==> src/rtl/psvg_div.sv <==
// Pipelined restoring divider, one quotient bit per register stage.
`default_nettype none

module psvg_div #(
  parameter int DW = 30,
  parameter int VW = 11
) (
  input  wire logic          clk_i,
  input  wire logic          en_i,
  input  wire logic [DW-1:0] dividend_i,
  input  wire logic [VW-1:0] divisor_i,
  output logic      [DW-1:0] quotient_o
);

  // The divisor is a configuration value and must hold while work is in flight.
  logic [VW-1:0] rem_q [DW];
  logic [DW-1:0] acc_q [DW];

  for (genvar k = 0; k < DW; k++) begin : g_stage
    logic [VW-1:0] rem_in;
    logic [DW-1:0] acc_in;
    logic [VW:0]   trial;
    logic [VW:0]   diff;
    logic          ge;

    if (k == 0) begin : g_first
      assign rem_in = '0;
      assign acc_in = dividend_i;
    end else begin : g_next
      assign rem_in = rem_q[k-1];
      assign acc_in = acc_q[k-1];
    end

    assign trial = {rem_in, acc_in[DW-1]};
    assign diff  = trial - {1'b0, divisor_i};
    assign ge    = (trial >= {1'b0, divisor_i});

    always_ff @(posedge clk_i) begin
      if (en_i) begin
        rem_q[k] <= ge ? diff[VW-1:0] : trial[VW-1:0];
        acc_q[k] <= {acc_in[DW-2:0], ge};
      end
    end
  end

  assign quotient_o = acc_q[DW-1];

endmodule

`default_nettype wire

==> config.mk <==
export PLATFORM = sky130hd
export DESIGN_NAME = psvg_div
export DESIGN_NICKNAME = d
export VERILOG_FILES = /design/src/rtl/psvg_div.sv
export SDC_FILE = /design/constraint.sdc
export NUM_CORES = 2
export LEC_CHECK = 0
export ABC_AREA = 1
export BUFFER_PORTS_ARGS = -buffer_cell sky130_fd_sc_hd__buf_2
export CAP_MARGIN = 0
export CORE_MARGIN = 3
export CORE_UTILIZATION = 45
export CTS_CLUSTER_DIAMETER = 120
export DETAILED_ROUTE_END_ITERATION = 8
export SYNTH_ARGS = -nofsm -noshare
export SYNTH_HDL_FRONTEND = slang
export SYNTH_SLANG_ARGS = --single-unit
==> constraint.sdc <==
create_clock -name clk_i -period 2.4 [get_ports clk_i]
set_clock_uncertainty 0.2 [all_clocks]
set_input_delay 0.36 -clock clk_i [delete_from_list [all_inputs] [get_ports clk_i]]
set_output_delay 0.36 -clock clk_i [all_outputs]
set_load 0.005 [all_outputs]
After elaboration in Yosys (flattened, before gate mapping)
Memory sizes are Yosys's and may differ from the RTL's.
Cells that the tools add are included.
{"block": "op_classes", "add_sub_neg": 30, "n_mul": 0, "div": 0, "order_cmp": 30, "eq_ne": 0, "shifts": 0, "muxes": 32, "bitwise": 0, "n_reduce_logical": 0}
{"operator": "greater-or-equal comparator 12 x 11 -> 1 bit", "count": 29}
{"operator": "two-way mux 11 bit", "count": 30}
{"operator": "subtractor 11 bit", "count": 29}
{"operator": "greater-or-equal comparator 1 x 11 -> 1 bit", "count": 1}
{"operator": "subtractor 1 x 11 -> 11 bit", "count": 1}
{"operator": "two-way mux 1 bit", "count": 2}
{"block": "totals", "register_bits": 0, "latchBits": 0, "ram_bits": 1230, "romBits": 0, "word_cells": 94, "memories": 2}
{"memory": "acc_q", "words": 30, "width": 30, "rd": 30, "rd_clocked_by_memory_dff": 0, "wr": 30, "line_no": "17", "source": "logic [DW-1:0] acc_q [DW];"}
{"memory": "rem_q", "words": 30, "width": 11, "rd": 29, "rd_clocked_by_memory_dff": 0, "wr": 30, "line_no": "16", "source": "logic [VW-1:0] rem_q [DW];"}

Longest topological paths before layout
An unclocked memory read counts as a cell.
{"block": "logic_depth", "depth_word": 3, "depth_mapped": 11, "mapped_depth_nobuf": 11}

Worst setup path before layout
No wires, ideal clock.
{"block": "synth_path", "path_kind": "input port to flip-flop", "start": "in divisor_i[3]", "end": "mem rem_q[21][9], in the netlist rem_q[1][64] (data pin)", "arrival_ns": 2.073, "setup_slack_ns": -0.126, "cell_stages": 9, "n_path_buf": 1, "cell_sequence": "inv_1 > ha_1 > nand2_1 > nand3_2 > nand2_2 > nand4_4 > buf_12 > nand3_1 > nand2_1"}
{"element": "start, declared", "line_no": "11", "source": "input wire logic [VW-1:0] divisor_i,"}
{"element": "end, declared", "line_no": "16"}

==> impl_results.md <==
* Synth Cell Area at 0.06259 sq mm
* Ys async rst share at 0
* Final setup margin at 56.11 ps
* FF+latch area at between 0.03 and 0.04 sq mm
* Slew HR at 0.6404
* VDD IR max at 0.7393 mV
* Worst Setup Start Kind: input pin
* Clock Path Buffers at 3
* Initial drt markers at ~2.4k
* Pins Over Slew Limit at 0
* Pint at between 50 and 60 mW
* Starting Density at 0.4541
* Hpwl dp at just under 100000 microns
* CTS tree: done
* Area of the multi-input gates at 0.02230 sq mm
* Sw Pwr at around 32 mW
* H-tree depth at 4
* Via count at approximately 42k
* Via/cell ratio at a little under 5
* Power after layout at 91.80 mW
* Yosys top cell area share at 0.5848
* Crit path largest cell delay at between 500 and 600 ps
* WS Path Type: input pin to flop
* CP Cell Sequence: dlygate4sd3_1, buf_2, clkinvlp_4, buf_12, buf_4, ha_1, nand2_1, nand3_2, nand2_2, nand4_4, buf_12, nand2_1, o21ai_0
* Finished Core Util at 0.5634
* Predominant post-synthesis flop cell: edfxtp_1
* Tmin final at between 2000 and 2500 ps
* Cell count after placement at 8402
* Critical-path top delay cell: dlygate4sd3_1
* Ys Warns at 0
* Status: finished clean
* Syn Nets at approximately 6.1k
* CP endpoint kind: flop
* Fin Hold WS at 78.63 ps
* CP top delay family: buffers and inverters
* Wirelength, routed at around 130000 microns
* Min-Delay Path Class: input pin to flop
* Drt drc at 0
* Sequential Power Share at 0.338
* Endpoints failing hold at 0
* Die Y at 379.0 microns
* Synth Area per Inst at ~11 sq um
* Slew @ Worst Pin at 533.7 ps
* Combinational Power Share at 0.441
* Gpl congestion at between 0.8 and 0.9
* Leading cell types by count after synthesis: nand2_1 (1561), edfxtp_1 (1219), inv_1 (744), ha_1 (321), nand4_1 (254)
* Max-Cap Viols at 0
* CP required at ~2700 ps
* # port buffers at about 70
* CP arrival at roughly 2700 ps
* Core Rows at between 100 and 150
* First-pass GRT wire length at roughly 210000 microns
* Area after DPL at about 0.073 sq mm
* Vias in the first global route at 42.00k
* Synth area leader: edfxtp_1
* Fin crit share at 0.9766
* Synth-to-layout area growth at 24.05%
* Pre-CTS setup slack at -323.0 ps
* Core ar. at approximately 0.14 sq mm
* I/O pins at 73
* Netlist cell types at 33
* Die width at roughly 380 microns
* Cell count after synthesis at roughly 5.7k
* Post-Layout Cell Count at around 8.7k
* CTS Sinks at 1219
* Sequential element share of the synthesized area at 0.5848
* CTS Buf Count at between 100 and 150
* Power per Cell Area at 1182 mW/mm^2
* Layout cells sized above 1 at 0.2794
* Setup_tns at 0 ps
* Clock power share at 0.221
* Wire per inst at approximately 15 microns
* Final setup fails at 0
* Post-DRT Antenna Nets at 0
* Worst Path Max Fanout at 16
* RSZ-0062 raised after global routing: yes
* Layout Nets at slightly above 7k
* Final Instance Area at slightly below 0.08 sq mm
* Overall Global Routing Usage at 0.1856
* Clk slew on worst S/H paths at around 60 ps
* GRT overflow at 0
* Die area at about 0.14 sq mm
* Pleak at about 34 nW
* Clock root cell: clkbuf_16
* Post-synth EDFFs at 1219
* Seq cells post-synth at roughly 1.2k
* Sw Ratio at 0.3521
* CP bufs+invs at 6
* Pin count of the biggest net entering global routing at 79
* Synth top area cells: edfxtp_1 (58%), nand2_1 (9.4%), ha_1 (6.4%)
* Skew-Pair Late Insertion Delay at 770 ps
* Final antenna diode count at 0
* Initial antenna violation count at 0
* Top-count cell post-synth: nand2_1
* TritonRoute pass-1 iters at 9
* Fmax at between 0.4 and 0.5 GHz
* Fill count at approximately 12k
==> power groups by stage <==
stage	logic, mW	clock network, mW	registers, mW
after CTS	40.3	20.9	31.1
after global routing	45.6	21.8	31.4
final	40.5	20.3	31.0
after floorplan	26.1	0	30.4
after global placement	39.4	0	31.5
after detailed placement	40.0	0	31.5
==> area by class of cell <==
cell class                      instances  area share
Multi-Input combinational cell       3584      0.2872
Timing Repair Buffer                 1081      0.1180
Inverter                              778     0.03804
Tap cell                             1794     0.02891
Sequential cell                      1219      0.4714
Clock inverter                         80     0.01052
Clock buffer                          161     0.04586
==> worst reg2reg max path: stages, from the launching register on <==
cell      delay [ps]
edfxtp_1         460
ha_1             390
nand2_1           90
nand2_1           80
a21oi_2          320
nand4_4          220
buf_4            200
nand2_1           60
o21ai_2           50
==> layer usage <==
| layer | routed length [microns] | part of all wire | vias up | GRT usage |
|---|---|---|---|---|
| li1 | - | - | 21650 | - |
| met1 | 60850 | 0.47 | 19590 | 0.2515 |
| met2 | 62770 | 0.48 | 571 | 0.3112 |
| met3 | 4193 | 0.032 | 193 | 0.02839 |
| met4 | 2930 | 0.022 | 0 | 0.05070 |
| met5 | 0 | 0 | - | 0 |
==> logic make-up (layout without fill, tap and decap cells) <==
logic type / Yosys count / after routing / synth area share
AO/OA/AOI/OAI: 265 / 265 / 0.02804
XOR/XNOR: 84 / 84 / 0.01175
adder cells (fa/ha/maj): 349 / 349 / 0.07312
buffers and inverters: 864 / 2100 / 0.06145
flip-flops: 1219 / 1219 / 0.5848
AND/OR/NAND/NOR: 2884 / 2886 / 0.2408
==> what timing repair did <==
| action | in CTS | in global routing |
|---|---|---|
| endpoints found under the setup margin | 0 | 63 |
| resized for setup | 0 | 25 |
| setup buffers | 0 | 11 |
| endpoints found under the hold margin | 214 | 0 |
| hold buffers | 42 | 0 |
==> flip-flops by register name, indices dropped and copies added (netlist names) <==
| register | flops |
|---|---|
| acc_q | 900 |
| rem_q | 319 |
==> final timing paths <==
check,from,to,cells past startpoint,slack (ps)
worst min register to register,acc_q[1][114]$_DFFE_PP_,acc_q[1][145]$_DFFE_PP_,0,210
worst max register to register,rem_q[0][151]$_DFFE_PP_,rem_q[0][157]$_DFFE_PP_,8,90
worst min-delay path,divisor_i[6],acc_q[0][0]$_DFFE_PP_,6,80
worst max-delay path,divisor_i[3],rem_q[0][121]$_DFFE_PP_,13,60
==> placed cells by master (no fill, tap or decap), drive strengths merged, types with 2 or more instances in the layout <==
master and n:
edfxtp 1219, o21ai 143, nand2 1690, and2 28
clkinv 50, fa 28, clkinvlp 19, bufinv 10
nor2 316, a21oi 116, or2 29, clkbuf 161
dlygate4sd3 41, xnor2 28, nand4 284, buf 1040
nor3 2, inv 779, ha 321, nand3 424
a31oi 5, xor2 56, nand3b 112
Note: power is estimated with default switching activity, not from simulation.
